--- src/rtl/fbpa_pkg.sv ---
`default_nettype none

package fbpa_pkg;

   // pool geometry
   localparam int MAX_BLOCKS  = 256;
   localparam int IDX_W       = $clog2(MAX_BLOCKS);
   localparam int CNT_W       = IDX_W + 1;
   localparam int ALIGN_BYTES = 64;
   localparam int ALIGN_SHIFT = $clog2(ALIGN_BYTES);
   localparam int ADDR_W      = 48;
   localparam int SIZE_W      = 17;

   // derived widths, in units of the alignment except STEP_W, the divide step counter
   localparam int SU_W    = SIZE_W + 1 - ALIGN_SHIFT;
   localparam int FIRST_W = ADDR_W + 1 - ALIGN_SHIFT;
   localparam int LIMIT_W = SU_W + CNT_W - 1;
   localparam int OFFU_W  = LIMIT_W;
   localparam int PROD_W  = IDX_W + SU_W;
   localparam int DIV_W   = OFFU_W + 1;
   localparam int STEP_W  = $clog2(IDX_W);

   // configuration port
   localparam int CSR_IDX_W  = 2;
   localparam int CSR_DATA_W = ADDR_W;
   localparam logic [CSR_IDX_W-1:0] REG_BLOCK_SIZE   = 2'd0;
   localparam logic [CSR_IDX_W-1:0] REG_BLOCK_COUNT  = 2'd1;
   localparam logic [CSR_IDX_W-1:0] REG_BASE_ADDRESS = 2'd2;

   // register reset values
   localparam int          RST_BLOCK_SIZE  = 64;
   localparam int          RST_BLOCK_COUNT = 256;
   localparam longint      RST_BASE        = 4096;
   localparam int          RST_SU          = (RST_BLOCK_SIZE + ALIGN_BYTES - 1) / ALIGN_BYTES;
   localparam longint      RST_FIRST       = (RST_BASE + ALIGN_BYTES - 1) / ALIGN_BYTES;

   // command queue
   localparam int QUEUE_DEPTH = 2;
   localparam int QPTR_W      = $clog2(QUEUE_DEPTH);
   localparam int QCNT_W      = QPTR_W + 1;

   typedef enum logic {
      OP_ACQUIRE = 1'b0,
      OP_RELEASE = 1'b1
   } op_type;

   typedef enum logic [1:0] {
      STAT_OK          = 2'd0,
      STAT_EMPTY       = 2'd1,
      STAT_NOT_OWNED   = 2'd2,
      STAT_DOUBLE_FREE = 2'd3
   } status_type;

   typedef struct packed {
      logic [SU_W-1:0]    stride_units;
      logic [CNT_W-1:0]   pool_count;
      logic [FIRST_W-1:0] first_units;
      logic [LIMIT_W-1:0] limit;
   } cfg_type;

   typedef struct packed {
      op_type              opcode;
      logic                reject;
      logic [OFFU_W-1:0]   off_units;
   } cmd_type;

   typedef struct packed {
      status_type          status;
      logic [ADDR_W-1:0]   granted_address;
      logic [CNT_W-1:0]    blocks_in_use;
   } rsp_word_type;

endpackage

`default_nettype wire

--- src/rtl/fbpa_if.sv ---
`default_nettype none

interface fbpa_req_if;
   logic                          valid;
   logic                          ready;
   logic                          opcode;
   logic [fbpa_pkg::ADDR_W-1:0]   block_address;

   modport source (output valid, output opcode, output block_address, input ready);
   modport sink   (input valid, input opcode, input block_address, output ready);
endinterface

interface fbpa_rsp_if;
   logic                          valid;
   logic                          ready;
   logic [1:0]                    status;
   logic [fbpa_pkg::ADDR_W-1:0]   granted_address;
   logic [fbpa_pkg::CNT_W-1:0]    blocks_in_use;

   modport source (output valid, output status, output granted_address,
                   output blocks_in_use, input ready);
   modport sink   (input valid, input status, input granted_address,
                   input blocks_in_use, output ready);
endinterface

`default_nettype wire

--- src/rtl/fbpa_csr.sv ---
`default_nettype none

module fbpa_csr (
   input  wire logic                               clock,
   input  wire logic                               reset,
   input  wire logic                               csr_write_enable,
   input  wire logic [fbpa_pkg::CSR_IDX_W-1:0]     csr_index,
   input  wire logic [fbpa_pkg::CSR_DATA_W-1:0]    csr_write_data,
   output fbpa_pkg::cfg_type                       cfg,
   output logic                                    clear
);

   logic [fbpa_pkg::SU_W-1:0]    su_ff, su_in;
   logic [fbpa_pkg::CNT_W-1:0]   n_ff, n_in;
   logic [fbpa_pkg::FIRST_W-1:0] first_ff, first_in;
   logic [fbpa_pkg::LIMIT_W-1:0] limit_ff, limit_in;

   logic [fbpa_pkg::SIZE_W:0]    size_sum;
   logic [fbpa_pkg::ADDR_W:0]    base_sum;
   logic [fbpa_pkg::SU_W-1:0]    su_new;
   logic [fbpa_pkg::CNT_W-1:0]   n_new;
   logic [fbpa_pkg::FIRST_W-1:0] first_new;

   // round up to the alignment and keep in alignment units
   assign size_sum  = {1'b0, csr_write_data[fbpa_pkg::SIZE_W-1:0]}
                      + (fbpa_pkg::SIZE_W+1)'(fbpa_pkg::ALIGN_BYTES - 1);
   assign su_new    = size_sum[fbpa_pkg::SIZE_W:fbpa_pkg::ALIGN_SHIFT];
   assign base_sum  = {1'b0, csr_write_data[fbpa_pkg::ADDR_W-1:0]}
                      + (fbpa_pkg::ADDR_W+1)'(fbpa_pkg::ALIGN_BYTES - 1);
   assign first_new = base_sum[fbpa_pkg::ADDR_W:fbpa_pkg::ALIGN_SHIFT];
   assign n_new     = (csr_write_data[fbpa_pkg::CNT_W-1:0] >
                       fbpa_pkg::CNT_W'(fbpa_pkg::MAX_BLOCKS)) ?
                      fbpa_pkg::CNT_W'(fbpa_pkg::MAX_BLOCKS) :
                      csr_write_data[fbpa_pkg::CNT_W-1:0];

   always_comb begin
      su_in    = su_ff;
      n_in     = n_ff;
      first_in = first_ff;
      limit_in = limit_ff;
      clear    = 1'b0;
      if (csr_write_enable) begin
         case (csr_index)
            fbpa_pkg::REG_BLOCK_SIZE: begin
               su_in    = su_new;
               limit_in = fbpa_pkg::LIMIT_W'(su_new) * fbpa_pkg::LIMIT_W'(n_ff);
               clear    = 1'b1;
            end
            fbpa_pkg::REG_BLOCK_COUNT: begin
               n_in     = n_new;
               limit_in = fbpa_pkg::LIMIT_W'(su_ff) * fbpa_pkg::LIMIT_W'(n_new);
               clear    = 1'b1;
            end
            fbpa_pkg::REG_BASE_ADDRESS: begin
               first_in = first_new;
               clear    = 1'b1;
            end
            default: begin
               clear = 1'b0;
            end
         endcase
      end
   end

   always_ff @(posedge clock) begin
      if (reset) begin
         su_ff    <= fbpa_pkg::SU_W'(fbpa_pkg::RST_SU);
         n_ff     <= fbpa_pkg::CNT_W'(fbpa_pkg::RST_BLOCK_COUNT);
         first_ff <= fbpa_pkg::FIRST_W'(fbpa_pkg::RST_FIRST);
         limit_ff <= fbpa_pkg::LIMIT_W'(fbpa_pkg::RST_SU * fbpa_pkg::RST_BLOCK_COUNT);
      end else begin
         su_ff    <= su_in;
         n_ff     <= n_in;
         first_ff <= first_in;
         limit_ff <= limit_in;
      end
   end

   // zero size or zero count leaves the pool inert
   assign cfg.stride_units = su_ff;
   assign cfg.pool_count   = (su_ff == '0 || n_ff == '0) ? '0 : n_ff;
   assign cfg.first_units  = first_ff;
   assign cfg.limit        = limit_ff;

endmodule

`default_nettype wire

--- src/rtl/fbpa_front.sv ---
`default_nettype none

module fbpa_front (
   input  wire logic                            req_valid,
   input  wire logic                            req_opcode,
   input  wire logic [fbpa_pkg::ADDR_W-1:0]     req_block_address,
   input  wire fbpa_pkg::cfg_type               cfg,
   input  wire logic                            push_ready,
   output logic                                 req_ready,
   output logic                                 push_valid,
   output fbpa_pkg::cmd_type                    push_cmd
);

   localparam int OFF_HI = fbpa_pkg::ADDR_W - fbpa_pkg::ALIGN_SHIFT;

   logic [fbpa_pkg::ADDR_W+1:0]   diff;
   logic                          below_base;
   logic [OFF_HI-1:0]             off_units;
   logic                          misaligned;
   logic                          in_range;

   // offset from the aligned pool start, borrow means below the pool
   assign diff       = {2'b00, req_block_address}
                       - {1'b0, cfg.first_units, fbpa_pkg::ALIGN_SHIFT'(0)};
   assign below_base = diff[fbpa_pkg::ADDR_W+1];
   assign misaligned = diff[fbpa_pkg::ALIGN_SHIFT-1:0] != '0;
   assign off_units  = diff[fbpa_pkg::ADDR_W-1:fbpa_pkg::ALIGN_SHIFT];
   assign in_range   = (off_units[OFF_HI-1:fbpa_pkg::OFFU_W] == '0)
                       && (off_units[fbpa_pkg::OFFU_W-1:0] < cfg.limit);

   always_comb begin
      push_cmd.opcode    = fbpa_pkg::op_type'(req_opcode);
      push_cmd.off_units = off_units[fbpa_pkg::OFFU_W-1:0];
      push_cmd.reject    = (req_block_address == '0) || (cfg.pool_count == '0)
                           || below_base || misaligned || !in_range;
   end

   assign push_valid = req_valid;
   assign req_ready  = push_ready;

endmodule

`default_nettype wire

--- src/rtl/fbpa_queue.sv ---
`default_nettype none

module fbpa_queue (
   input  wire logic                 clock,
   input  wire logic                 reset,
   input  wire logic                 push_valid,
   output logic                      push_ready,
   input  wire fbpa_pkg::cmd_type    push_cmd,
   output logic                      pop_valid,
   input  wire logic                 pop_ready,
   output fbpa_pkg::cmd_type         pop_cmd
);

   fbpa_pkg::cmd_type                 slot_ff [fbpa_pkg::QUEUE_DEPTH];
   logic [fbpa_pkg::QPTR_W-1:0]       wr_ptr_ff, wr_ptr_in;
   logic [fbpa_pkg::QPTR_W-1:0]       rd_ptr_ff, rd_ptr_in;
   logic [fbpa_pkg::QCNT_W-1:0]       fill_ff, fill_in;
   logic                              push;
   logic                              pop;

   assign push_ready = fill_ff != fbpa_pkg::QCNT_W'(fbpa_pkg::QUEUE_DEPTH);
   assign pop_valid  = fill_ff != '0;
   assign pop_cmd    = slot_ff[rd_ptr_ff];
   assign push       = push_valid && push_ready;
   assign pop        = pop_valid && pop_ready;

   always_comb begin
      wr_ptr_in = wr_ptr_ff;
      rd_ptr_in = rd_ptr_ff;
      fill_in   = fill_ff;
      if (push) begin
         wr_ptr_in = wr_ptr_ff + 1'b1;
      end
      if (pop) begin
         rd_ptr_in = rd_ptr_ff + 1'b1;
      end
      if (push && !pop) begin
         fill_in = fill_ff + 1'b1;
      end else if (pop && !push) begin
         fill_in = fill_ff - 1'b1;
      end
   end

   always_ff @(posedge clock) begin
      if (reset) begin
         wr_ptr_ff <= '0;
         rd_ptr_ff <= '0;
         fill_ff   <= '0;
      end else begin
         wr_ptr_ff <= wr_ptr_in;
         rd_ptr_ff <= rd_ptr_in;
         fill_ff   <= fill_in;
      end
   end

   always_ff @(posedge clock) begin
      if (push) begin
         slot_ff[wr_ptr_ff] <= push_cmd;
      end
   end

endmodule

`default_nettype wire

--- src/rtl/fbpa_back.sv ---
`default_nettype none

module fbpa_back (
   input  wire logic                   clock,
   input  wire logic                   reset,
   input  wire fbpa_pkg::cfg_type      cfg,
   input  wire logic                   clear,
   input  wire logic                   pop_valid,
   output logic                        pop_ready,
   input  wire fbpa_pkg::cmd_type      pop_cmd,
   output logic                        rsp_valid,
   input  wire logic                   rsp_ready,
   output fbpa_pkg::rsp_word_type      rsp_word
);

   typedef enum logic [4:0] {
      S_IDLE    = 5'b00001,
      S_ACQ_MUL = 5'b00010,
      S_ACQ_UPD = 5'b00100,
      S_DIV     = 5'b01000,
      S_REL_UPD = 5'b10000
   } state_type;

   state_type                          state_ff, state_in;
   logic [fbpa_pkg::CNT_W-1:0]         head_ff, head_in;
   logic [fbpa_pkg::CNT_W-1:0]         used_count_ff, used_count_in;
   logic [fbpa_pkg::MAX_BLOCKS-1:0]    used_ff, used_in;
   logic [fbpa_pkg::MAX_BLOCKS-1:0]    link_valid_ff, link_valid_in;
   logic [fbpa_pkg::IDX_W-1:0]         idx_ff, idx_in;
   logic [fbpa_pkg::PROD_W-1:0]        prod_ff, prod_in;
   logic [fbpa_pkg::OFFU_W-1:0]        rem_ff, rem_in;
   logic [fbpa_pkg::IDX_W-1:0]         quot_ff, quot_in;
   logic [fbpa_pkg::STEP_W-1:0]        step_ff, step_in;
   logic                               out_valid_ff, out_valid_in;
   fbpa_pkg::rsp_word_type             out_ff, out_in;

   // free chain links; an entry not yet written links to its successor
   logic [fbpa_pkg::CNT_W-1:0]         link_mem [fbpa_pkg::MAX_BLOCKS];
   logic [fbpa_pkg::CNT_W-1:0]         link_rd_ff;
   logic                               link_we;

   logic [fbpa_pkg::DIV_W-1:0]         trial;
   logic [fbpa_pkg::OFFU_W-1:0]        rem_next;
   logic [fbpa_pkg::FIRST_W-1:0]       addr_sum;
   logic                               slot_free;

   assign slot_free = !out_valid_ff || rsp_ready;
   assign trial     = {1'b0, rem_ff}
                      - (fbpa_pkg::DIV_W'(cfg.stride_units) << step_ff);
   assign rem_next  = trial[fbpa_pkg::DIV_W-1] ? rem_ff : trial[fbpa_pkg::OFFU_W-1:0];
   assign addr_sum  = cfg.first_units + fbpa_pkg::FIRST_W'(prod_ff);

   always_comb begin
      state_in      = state_ff;
      head_in       = head_ff;
      used_count_in = used_count_ff;
      used_in       = used_ff;
      link_valid_in = link_valid_ff;
      idx_in        = idx_ff;
      prod_in       = prod_ff;
      rem_in        = rem_ff;
      quot_in       = quot_ff;
      step_in       = step_ff;
      out_valid_in  = out_valid_ff && !rsp_ready;
      out_in        = out_ff;
      link_we       = 1'b0;
      pop_ready     = 1'b0;

      case (state_ff)
         S_IDLE: begin
            pop_ready = slot_free;
            if (pop_valid && slot_free) begin
               if (pop_cmd.opcode == fbpa_pkg::OP_ACQUIRE) begin
                  if (head_ff >= cfg.pool_count) begin
                     out_valid_in           = 1'b1;
                     out_in.status          = fbpa_pkg::STAT_EMPTY;
                     out_in.granted_address = '0;
                     out_in.blocks_in_use   = used_count_ff;
                  end else begin
                     idx_in   = head_ff[fbpa_pkg::IDX_W-1:0];
                     state_in = S_ACQ_MUL;
                  end
               end else if (pop_cmd.reject) begin
                  out_valid_in           = 1'b1;
                  out_in.status          = fbpa_pkg::STAT_NOT_OWNED;
                  out_in.granted_address = '0;
                  out_in.blocks_in_use   = used_count_ff;
               end else begin
                  rem_in   = pop_cmd.off_units;
                  quot_in  = '0;
                  step_in  = fbpa_pkg::STEP_W'(fbpa_pkg::IDX_W - 1);
                  state_in = S_DIV;
               end
            end
         end
         S_ACQ_MUL: begin
            prod_in  = fbpa_pkg::PROD_W'(idx_ff) * fbpa_pkg::PROD_W'(cfg.stride_units);
            state_in = S_ACQ_UPD;
         end
         S_ACQ_UPD: begin
            head_in                = link_valid_ff[idx_ff] ? link_rd_ff
                                     : fbpa_pkg::CNT_W'(idx_ff) + 1'b1;
            used_in[idx_ff]        = 1'b1;
            used_count_in          = used_count_ff + 1'b1;
            out_valid_in           = 1'b1;
            out_in.status          = fbpa_pkg::STAT_OK;
            out_in.granted_address = {addr_sum[fbpa_pkg::FIRST_W-2:0],
                                      fbpa_pkg::ALIGN_SHIFT'(0)};
            out_in.blocks_in_use   = used_count_ff + 1'b1;
            state_in               = S_IDLE;
         end
         S_DIV: begin
            // one quotient bit per cycle, most significant first
            rem_in = rem_next;
            if (!trial[fbpa_pkg::DIV_W-1]) begin
               quot_in = quot_ff | (fbpa_pkg::IDX_W'(1) << step_ff);
            end
            if (step_ff == '0) begin
               if (rem_next == '0) begin
                  state_in = S_REL_UPD;
               end else begin
                  out_valid_in           = 1'b1;
                  out_in.status          = fbpa_pkg::STAT_NOT_OWNED;
                  out_in.granted_address = '0;
                  out_in.blocks_in_use   = used_count_ff;
                  state_in               = S_IDLE;
               end
            end else begin
               step_in = step_ff - 1'b1;
            end
         end
         S_REL_UPD: begin
            out_valid_in           = 1'b1;
            out_in.granted_address = '0;
            if (!used_ff[quot_ff]) begin
               out_in.status        = fbpa_pkg::STAT_DOUBLE_FREE;
               out_in.blocks_in_use = used_count_ff;
            end else begin
               used_in[quot_ff]       = 1'b0;
               link_valid_in[quot_ff] = 1'b1;
               link_we                = 1'b1;
               head_in                = fbpa_pkg::CNT_W'(quot_ff);
               if (used_count_ff != '0) begin
                  used_count_in = used_count_ff - 1'b1;
               end
               out_in.status        = fbpa_pkg::STAT_OK;
               out_in.blocks_in_use = used_count_in;
            end
            state_in = S_IDLE;
         end
         default: begin
            state_in = S_IDLE;
         end
      endcase

      // a configuration write rebuilds the free chain
      if (clear) begin
         state_in      = S_IDLE;
         head_in       = '0;
         used_count_in = '0;
         used_in       = '0;
         link_valid_in = '0;
      end
   end

   always_ff @(posedge clock) begin
      if (reset) begin
         state_ff      <= S_IDLE;
         head_ff       <= '0;
         used_count_ff <= '0;
         used_ff       <= '0;
         link_valid_ff <= '0;
         out_valid_ff  <= 1'b0;
      end else begin
         state_ff      <= state_in;
         head_ff       <= head_in;
         used_count_ff <= used_count_in;
         used_ff       <= used_in;
         link_valid_ff <= link_valid_in;
         out_valid_ff  <= out_valid_in;
      end
   end

   always_ff @(posedge clock) begin
      idx_ff  <= idx_in;
      prod_ff <= prod_in;
      rem_ff  <= rem_in;
      quot_ff <= quot_in;
      step_ff <= step_in;
      out_ff  <= out_in;
   end

   always_ff @(posedge clock) begin
      if (link_we) begin
         link_mem[quot_ff] <= head_ff;
      end
      link_rd_ff <= link_mem[head_ff[fbpa_pkg::IDX_W-1:0]];
   end

   assign rsp_valid = out_valid_ff;
   assign rsp_word  = out_ff;

   a_count_bound: assert property (@(posedge clock) disable iff (reset)
      used_count_ff <= cfg.pool_count)
      else $error("blocks in use exceed pool size");

   a_head_bound: assert property (@(posedge clock) disable iff (reset)
      head_ff <= cfg.pool_count)
      else $error("free head beyond pool");

   a_div_index: assert property (@(posedge clock) disable iff (reset)
      (state_ff == S_REL_UPD) |-> (fbpa_pkg::CNT_W'(quot_ff) < cfg.pool_count))
      else $error("release index outside pool");

   a_fail_no_grant: assert property (@(posedge clock) disable iff (reset)
      (out_valid_ff && out_ff.status != fbpa_pkg::STAT_OK)
      |-> (out_ff.granted_address == '0))
      else $error("failed word carries an address");

endmodule

`default_nettype wire

--- src/rtl/fixed_block_pool_allocator.sv ---
// an acquire goes from idle through the multiply and update states to the output register;
// a failed acquire or a rejected release is answered from idle; a release past the front
// checks runs eight restoring divide steps, one per cycle, then update, or is answered from
// the last divide step when the offset is not a whole number of strides; the back end works
// on one word at a time, and a two-entry command queue takes new words while a result waits
// to be taken; reset (synchronous, active high): block size 64, count 256, base 4096, all
// blocks free; a write to any of the three configuration registers rebuilds the free chain
`default_nettype none

module fixed_block_pool_allocator (
   input  wire logic                               clock,
   input  wire logic                               reset,
   fbpa_req_if.sink                                req_bus,
   fbpa_rsp_if.source                              rsp_bus,
   input  wire logic                               csr_write_enable,
   input  wire logic [fbpa_pkg::CSR_IDX_W-1:0]     csr_index,
   input  wire logic [fbpa_pkg::CSR_DATA_W-1:0]    csr_write_data
);

   fbpa_pkg::cfg_type        cfg;
   logic                     clear;

   // front to queue
   logic                     push_valid;
   logic                     push_ready;
   fbpa_pkg::cmd_type        push_cmd;

   // queue to back
   logic                     pop_valid;
   logic                     pop_ready;
   fbpa_pkg::cmd_type        pop_cmd;

   // result word
   logic                     rsp_valid;
   fbpa_pkg::rsp_word_type   rsp_word;

   // configuration registers, size and base kept in alignment units
   fbpa_csr u_csr (
      .clock            (clock),
      .reset            (reset),
      .csr_write_enable (csr_write_enable),
      .csr_index        (csr_index),
      .csr_write_data   (csr_write_data),
      .cfg              (cfg),
      .clear            (clear)
   );

   // front: range and alignment checks on release addresses
   fbpa_front u_front (
      .req_valid         (req_bus.valid),
      .req_opcode        (req_bus.opcode),
      .req_block_address (req_bus.block_address),
      .cfg               (cfg),
      .push_ready        (push_ready),
      .req_ready         (req_bus.ready),
      .push_valid        (push_valid),
      .push_cmd          (push_cmd)
   );

   // decouples classification from the free-list engine
   fbpa_queue u_queue (
      .clock      (clock),
      .reset      (reset),
      .push_valid (push_valid),
      .push_ready (push_ready),
      .push_cmd   (push_cmd),
      .pop_valid  (pop_valid),
      .pop_ready  (pop_ready),
      .pop_cmd    (pop_cmd)
   );

   // back: free chain, used marks, index divide and output register
   fbpa_back u_back (
      .clock     (clock),
      .reset     (reset),
      .cfg       (cfg),
      .clear     (clear),
      .pop_valid (pop_valid),
      .pop_ready (pop_ready),
      .pop_cmd   (pop_cmd),
      .rsp_valid (rsp_valid),
      .rsp_ready (rsp_bus.ready),
      .rsp_word  (rsp_word)
   );

   assign rsp_bus.valid           = rsp_valid;
   assign rsp_bus.status          = rsp_word.status;
   assign rsp_bus.granted_address = rsp_word.granted_address;
   assign rsp_bus.blocks_in_use   = rsp_word.blocks_in_use;

endmodule

`default_nettype wire

--- src/flat_wrapper.sv ---
// flat-port wrapper written by rule: the top's interface ports become plain ports
module fixed_block_pool_allocator_flat 
  (clock, reset, csr_write_enable, csr_index, csr_write_data, req_bus_valid, req_bus_opcode, req_bus_block_address, req_bus_ready, rsp_bus_valid, rsp_bus_status, rsp_bus_granted_address, rsp_bus_blocks_in_use, rsp_bus_ready);
  fbpa_req_if req_bus_i ();
  fbpa_rsp_if rsp_bus_i ();
  input  wire logic clock;
  input  wire logic reset;
  input  wire logic csr_write_enable;
  input  wire logic [fbpa_pkg::CSR_IDX_W-1:0] csr_index;
  input  wire logic [fbpa_pkg::CSR_DATA_W-1:0] csr_write_data;
  input wire logic [$bits(req_bus_i.valid)-1:0] req_bus_valid;
  input wire logic [$bits(req_bus_i.opcode)-1:0] req_bus_opcode;
  input wire logic [$bits(req_bus_i.block_address)-1:0] req_bus_block_address;
  output wire logic [$bits(req_bus_i.ready)-1:0] req_bus_ready;
  output wire logic [$bits(rsp_bus_i.valid)-1:0] rsp_bus_valid;
  output wire logic [$bits(rsp_bus_i.status)-1:0] rsp_bus_status;
  output wire logic [$bits(rsp_bus_i.granted_address)-1:0] rsp_bus_granted_address;
  output wire logic [$bits(rsp_bus_i.blocks_in_use)-1:0] rsp_bus_blocks_in_use;
  input wire logic [$bits(rsp_bus_i.ready)-1:0] rsp_bus_ready;
  assign req_bus_i.valid = req_bus_valid;
  assign req_bus_i.opcode = req_bus_opcode;
  assign req_bus_i.block_address = req_bus_block_address;
  assign req_bus_ready = req_bus_i.ready;
  assign rsp_bus_valid = rsp_bus_i.valid;
  assign rsp_bus_status = rsp_bus_i.status;
  assign rsp_bus_granted_address = rsp_bus_i.granted_address;
  assign rsp_bus_blocks_in_use = rsp_bus_i.blocks_in_use;
  assign rsp_bus_i.ready = rsp_bus_ready;
  fixed_block_pool_allocator u_core (.clock(clock), .reset(reset), .req_bus(req_bus_i), .rsp_bus(rsp_bus_i), .csr_write_enable(csr_write_enable), .csr_index(csr_index), .csr_write_data(csr_write_data));
endmodule
--- config.mk ---
export PLATFORM = sky130hd
export DESIGN_NAME = fixed_block_pool_allocator_flat
export DESIGN_NICKNAME = d
export VERILOG_FILES = /design/src/rtl/fbpa_pkg.sv /design/src/rtl/fbpa_if.sv /design/src/rtl/fbpa_csr.sv /design/src/rtl/fbpa_front.sv /design/src/rtl/fbpa_queue.sv /design/src/rtl/fbpa_back.sv /design/src/rtl/fixed_block_pool_allocator.sv /design/src/flat_wrapper.sv
export SDC_FILE = /design/constraint.sdc
export NUM_CORES = 2
export LEC_CHECK = 0
export BUFFER_PORTS_ARGS = -buffer_cell sky130_fd_sc_hd__buf_4
export CORE_ASPECT_RATIO = 1.25
export CORE_MARGIN = 4
export CORE_UTILIZATION = 45
export DETAILED_ROUTE_END_ITERATION = 6
export PLACE_DENSITY_LB_ADDON = 0.25
export REMOVE_ABC_BUFFERS = 1
export SYNTH_ARGS = -nofsm -noshare
export SYNTH_HDL_FRONTEND = slang
export SYNTH_SLANG_ARGS = --single-unit
--- constraint.sdc ---
create_clock -name clock -period 10.2 [get_ports clock]
set_clock_uncertainty 0.1 [all_clocks]
set_input_delay 1.53 -clock clock [delete_from_list [all_inputs] [get_ports clock]]
set_output_delay 1.53 -clock clock [all_outputs]
set_load 0.02 [all_outputs]
After elaboration in Yosys (flattened, before gate mapping)

Memory sizes are Yosys's and may differ from the RTL's. A register that Yosys moved wholly into a read port is not among the register bits.
Cells that the tools add are included.
W data, S select, Z words.

$add $sub $neg: 13
Multiply operators: 3
Divide/modulo/power cells: 0
Order comparisons: 7
Equality and inequality tests: 20
Shifts and indexed selects: 2
Muxes and demuxes: 69
Bitwise logic cells: 7
Reduce and logical (&&, ||, !) cells: 51

Operator list:

| operator                | count |
|---|---|
| $or A256 B256 Y256      | 2 |
| $pmux W256 S2           | 1 |
| $mux W59                | 6 |
| $and A256 B256 Y256     | 1 |
| $mux W256               | 1 |
| $not A256 Y256          | 1 |
| $pmux W59 S4            | 1 |
| $mux W20                | 4 |
| $pmux W20 S2            | 2 |
| $mux W9                 | 6 |
| $sub A48 B49 Y50        | 1 |
| $add A48 B6 Y49 const B | 1 |
| $logic_not A48 Y1       | 1 |
| $add A42 B20 Y42        | 1 |
| $mul A12 B9 Y20         | 2 |
| $pmux W9 S2             | 2 |
| $mux W8                 | 4 |
| $mux W5                 | 6 |
| $logic_not A22 Y1       | 1 |
| $mux W1                 | 21 |
| $shl A12 B3 Y21         | 1 |
| $sub A20 B21 Y21        | 1 |
| $logic_not A20 Y1       | 1 |
| $lt A20 B20 Y1          | 1 |
| 51 further kinds        | 103 |

Register bits after elaboration: 742
Latch bits: 0
Memory bits (writable): 2,348
Memory bits (read-only): 0
Bits of input ports: 104
Memories: 2

Memories:

| memory                 | depth | bits a word | read ports | clocked after memory_dff | wr ports | RTL line         | text |
|---|---|---|---|---|---|---|---|
| u_core.u_back.link_mem | 256   | 9           | 1          | 1                        | 1        | fbpa_back.sv:38  | `logic [fbpa_pkg::CNT_W-1:0] link_mem [fbpa_pkg::MAX_BLOCKS];` |
| u_core.u_queue.slot_ff | 2     | 22          | 1          | 1                        | 1        | fbpa_queue.sv:14 | `fbpa_pkg::cmd_type slot_ff [fbpa_pkg::QUEUE_DEPTH];` |

Longest topological paths before layout

Depth after elaboration: 8
Gate-level depth with buffers: 29
Gate-level depth less buffers: 29

Modules after synthesis

Synthesis repeated with hierarchy kept, for this count alone.

Cells, all modules: 8,669
Area total of the unflattened synthesis: 137,057.7 um2

Modules (own cells, without submodules):

| module     | instances | cells each | area an instance (um2) | sequential area each (um2) |
|---|---|---|---|---|
| fbpa_back  | 1         | 6,793      | 121,247.5              | 83,460.0 |
| fbpa_csr   | 1         | 1,278      | 10,532.6               | 1,681.6 |
| fbpa_front | 1         | 506        | 3,475.8                | 0.0 |
| fbpa_queue | 1         | 92         | 1,801.7                | 1,421.4 |

Least setup slack after synthesis

No wires, ideal clock.

Path kind: register -> register
Start point: register u_core.u_back.head_ff[0] (netlist name)
End point: register u_core.u_back.out_ff, in the netlist u_core.u_back.rsp_word[0], enable pin
Library setup time: 543 ps
Arrival: 10,132 ps
Required time: 9,557 ps
Path slack: -576 ps
Cell stages (with the launch flop): 17
Period minus slack after synthesis: 10,776 ps
Cell sequence: dfxtp_1 -> clkbuf_1 -> buf_1 -> buf_1 -> inv_1 -> ha_1 -> nand2b_1 -> a21o_1 -> a21o_1 -> a21o_1 -> a21o_1 -> a21oi_1 -> nor2b_1 -> o41ai_1 -> nor2_1 -> a21oi_1 -> a211oi_1

Longest elaborated chain between the ends: 3

RTL lines:

| item                        | RTL line         | text |
|---|---|---|
| from (decl)                 | fbpa_back.sv:25  | `logic [fbpa_pkg::CNT_W-1:0] head_ff, head_in;` |
| from (signal assigned)      | fbpa_back.sv:176 | `head_ff <= head_in;` |
| $ge A9 B9 Y1                | fbpa_back.sv:74  | `if (head_ff >= cfg.pool_count) begin` |
| $ne A3 B3 Y1 (no line)      | --               |  |
| $reduce_and A6 Y1 (no line) | --               |  |
| to (signal assigned)        | fbpa_back.sv:190 | `out_ff <= out_in;` |
| to (decl)                   | fbpa_back.sv:35  | `fbpa_pkg::rsp_word_type out_ff, out_in;` |

Every way passes these cells.
A chain may end at the register's enable or synchronous reset.

Worst setup path after layout

Start point: input csr_write_data[2] (netlist name)
End point: register u_core.u_csr.limit_ff[18] (netlist name)

Longest elaborated chain between the ends: 4
Elaborated cells between the ends (all ways): 6
Classes of those cells: 1 x add/sub; 2 x mul; 1 x order compare; 2 x mux

RTL lines:

| item                                                    | RTL line           | text |
|---|---|---|
| from (decl)                                             | flat_wrapper.sv:10 | `input wire logic [fbpa_pkg::CSR_DATA_W-1:0] csr_write_data;` |
| branches (longest 3 deep; another with $mul A12 B9 Y20) | --                 |  |
| $pmux W20 S2 (*)                                        | fbpa_csr.sv:43     | `case (csr_index)` |
| to (signal assigned)                                    | fbpa_csr.sv:70     | `limit_ff <= fbpa_pkg::LIMIT_W'(fbpa_pkg::RST_SU * fbpa_pkg::RST_BLOCK_COUNT);` |
| to (signal assigned)                                    | fbpa_csr.sv:75     | `limit_ff <= limit_in;` |
| to (decl)                                               | fbpa_csr.sv:16     | `logic [fbpa_pkg::LIMIT_W-1:0] limit_ff, limit_in;` |

Mark *: on every way between the ends.

==> metrics.yaml <==
run_status: "finished, final reports clean"
syn_avg_cell_area_um2: 16.04
yosys.area_share.simple: 0.05968
p_int_mw: 20.34
leakage_nw: 52.59
setup_violations: 0
p_sw_mw: 5.925
rows: 224
path_buf_inv: 4
cts.sinks: 3094
synthMuxAreaShare: 0.1591
finalPower_mw: 26.27
clock_path_buffers: 4
fillers: 24410
cts.clk_slew.worst_paths_ns: 0.06
synth_compound_area_frac: 0.05029
fin_crit_ns: 7.632
synth-main-ff-cell: "edfxtp_1"
ctsHoldBuffers: 0
path_depth: 27
fp.dieH_um: 620.2
drt_wl_total_um: 355300
io_pins: 165
cp.arrival_ns: 8.26
synth_xor_area_frac: 0.01188
gp_congestion: 0.8902
drtPass1Iterations: 6
async_flop_share: 0
cpMostUsedCell: "fa_1"
stdcell_count: 12830
vias: 76320
area_growth_pct: 11.71
start_util: 0.4524
grt_max_degree: 202
final_layout_size_suffix_gt1_frac: 0.2060
synth_edf_count: 2460
fmax_mhz: 131.0
cts-resized-gates: 0
synth_seq_cells: 3094
ir_drop_uv: 117.4
path_class: "in -> reg"
cts_max_level: 5
finalHoldViolations: 0
placedCellCount: 12280
grt_pass1_vias: 77630
post-cts-setup-buffers: 0
ys_seq_area_frac: 0.6416
die_area_um2: 308700
track_usage: 0.2281
required_ns: 10.83
synthAdderAreaFrac: 0.05229
post-route-drc-count: 0
cpPeakStageDelay_ns: 0.93
wl_per_cell_um: 27.69
cp_max_fo: 11
syn-cell-area_um2: 134900
drv_slew: 0
synth_cell_type_count: 80
worst_hold_path_type: "reg -> reg"
grt_pass1_wl_um: 525900
powerDensity_nw_per_um2: 174.3
place_hpwl_um: 229500
pwr-share-seq: 0.522
ant_nets: 0
fin_nets: 9177
cp-end-kind: "flip-flop"
dieWidth_um: 497.7
antenna_found_initial: 13
crit_family: "adder cells"
place_area_um2: 141200
timing.hold.ws_ns: 0.3631
numCtsBuffers: 304
gr-total-overflow: 0
multi_input_area_um2: 45100
portBuffers: 158
switching_share: 0.2255
share_comb_of_total_power: 0.063
clock_power_share: 0.415
worst_pin_slew_ns: 1.378
grt_setup_unrepaired: "false"
clkLatencyLatePin_ns: 0.89
setup_ws_ns: 2.568
r2r_cells: 11
hold_depth: 1
cts_root_buf: "clkbuf_16"
dp_slack_ns: 1.750
setup-tns-final_ns: 0
coreArea_um2: 298200
vias_per_cell: 5.948
cpMaxStageDelayCell: "xnor2_1"
seqCellArea_um2: 86600
start_kind: "input port"
ys_warn_count: 0
stdcell_area_um2: 150700
slew_headroom: 0.07675
maxCapViolations: 0
utilization: 0.5054
synth_top_family_by_area: "multiplexers"
drt-initial-drc-count: 7636
cts_tree: "yes"
netlist_instances: 8410
fin_crit_sh: 0.7483
ff2ff_setup_slack_ns: 3.61
-- state kept, by name (all words and copies together), names as in the netlist, 2 cells and up, named ones only --
name / flops
u_core.u_back.quot_ff: 8
u_core.u_back.step_ff: 3
u_core.u_back.idx_ff: 8
u_core.u_back.link_rd_ff: 9
u_core.u_back.used_ff: 256
u_core.u_csr.first_ff: 43
u_core.u_back.link_mem: 2304
u_core.u_back.state_ff: 5
u_core.u_queue.fill_ff: 2
u_core.u_back.prod_ff: 20
u_core.u_queue.slot_ff: 44
u_core.u_csr.n_ff: 9
u_core.u_back.link_valid_ff: 256
u_core.u_csr.limit_ff: 20
u_core.u_back.rsp_word: 53
u_core.u_back.rem_ff: 20
u_core.u_back.used_count_ff: 9
u_core.u_back.head_ff: 9
u_core.u_csr.su_ff: 12
-- power groups by stage --
stage,combinational (mW),sequential (mW),clock (mW)
2_1_floorplan,0.856,14.1,0
3_3_place_gp,1.61,14.0,0
3_5_place_dp,1.64,14.0,0
4_1_cts,1.65,13.7,11.1
5_1_grt,1.79,13.7,11.6
6_report,1.64,13.7,10.9
-- cells in the mapped netlist (63+ instances only) --
library cell | instances | area share
a211oi_1 | 95 | 0.0053
o21ai_0 | 254 | 0.0094
and2_1 | 172 | 0.0080
dfxtp_1 | 634 | 0.094
xor2_1 | 63 | 0.0041
nand3_1 | 90 | 0.0033
clkbuf_1 | 364 | 0.010
buf_1 | 72 | 0.0020
inv_1 | 369 | 0.010
edfxtp_1 | 2460 | 0.55
ha_1 | 239 | 0.022
fa_1 | 203 | 0.030
nor2_1 | 704 | 0.020
o21a_1 | 162 | 0.0090
mux4_2 | 933 | 0.16
nand2_1 | 498 | 0.014
o22ai_1 | 148 | 0.0069
a21oi_1 | 169 | 0.0063
xnor2_1 | 120 | 0.0078
nor2b_1 | 63 | 0.0029
-- cell usage in the layout (no fill, tap or decap), types with 14 or more instances in the layout --
| master | n |
|---|---|
| o21ai_1 | 46 |
| clkinv_1 | 45 |
| or3_1 | 16 |
| a21oi_1 | 168 |
| buf_4 | 394 |
| a31oi_1 | 19 |
| nor4_1 | 25 |
| o21ai_0 | 254 |
| nor3_1 | 52 |
| edfxtp_1 | 2460 |
| a21o_1 | 49 |
| nand3_1 | 80 |
| o21a_1 | 162 |
| a211oi_1 | 94 |
| mux4_2 | 933 |
| xor2_1 | 63 |
| ha_1 | 239 |
| and2_1 | 172 |
| nor2_1 | 698 |
| o21bai_1 | 19 |
| clkbuf_8 | 21 |
| clkbuf_1 | 70 |
| fa_1 | 203 |
| nor2b_1 | 63 |
| nand2b_1 | 27 |
| clkinv_2 | 44 |
| xnor2_1 | 120 |
| dfxtp_1 | 625 |
| or4_1 | 14 |
| nand4_1 | 28 |
| o22ai_1 | 148 |
| clkbuf_16 | 313 |
| nand2_1 | 498 |
| o211ai_1 | 17 |
| mux2i_1 | 40 |
| and3_1 | 27 |
| inv_1 | 369 |
-- layout make-up --
type,instances,share of cell area
flip-flops and latches,3094,0.5746
multi-input cells,4458,0.2993
well taps,3955,0.03283
clock buffers,410,0.05590
inverters,370,0.009215
repair buffers,403,0.02082
clock inverters,128,0.007165
diodes,13,0.0002159
-- per-layer routing --
layer | share of wire | vias to the layer above | track usage
met2 | 0.50 | 3153 | 0.3900
met4 | 0.051 | 2 | 0.1045
met5 | 0.000037 | - | 0
li1 | - | 32710 | -
met3 | 0.068 | 772 | 0.03578
met1 | 0.38 | 39680 | 0.2876
-- cells by family after synthesis --
logic type	after synthesis
DFF	3094
and+or+nand+nor	1778
AOI/OAI and AO/OA	1072
muxes	977
buffers and inverters	863
adders and majority gates	442
xor gates and xnor gates	183
other	1
-- path summary, 6_finish.rpt --
path,startpoint,to
setup / recovery,csr_write_data[2],u_core.u_csr.limit_ff[18]$_SDFFE_PP0P_
hold / removal,u_core.u_back.link_valid_ff[240]$_SDFFE_PP0P_,u_core.u_back.link_valid_ff[240]$_SDFFE_PP0P_
setup reg to reg,u_core.u_back.quot_ff[0]$_SDFFCE_PN0P_,u_core.u_back.link_mem[177][0]$_DFFE_PP_
hold reg to reg,u_core.u_back.link_valid_ff[240]$_SDFFE_PP0P_,u_core.u_back.link_valid_ff[240]$_SDFFE_PP0P_
(Power assumes the default switching activity.)
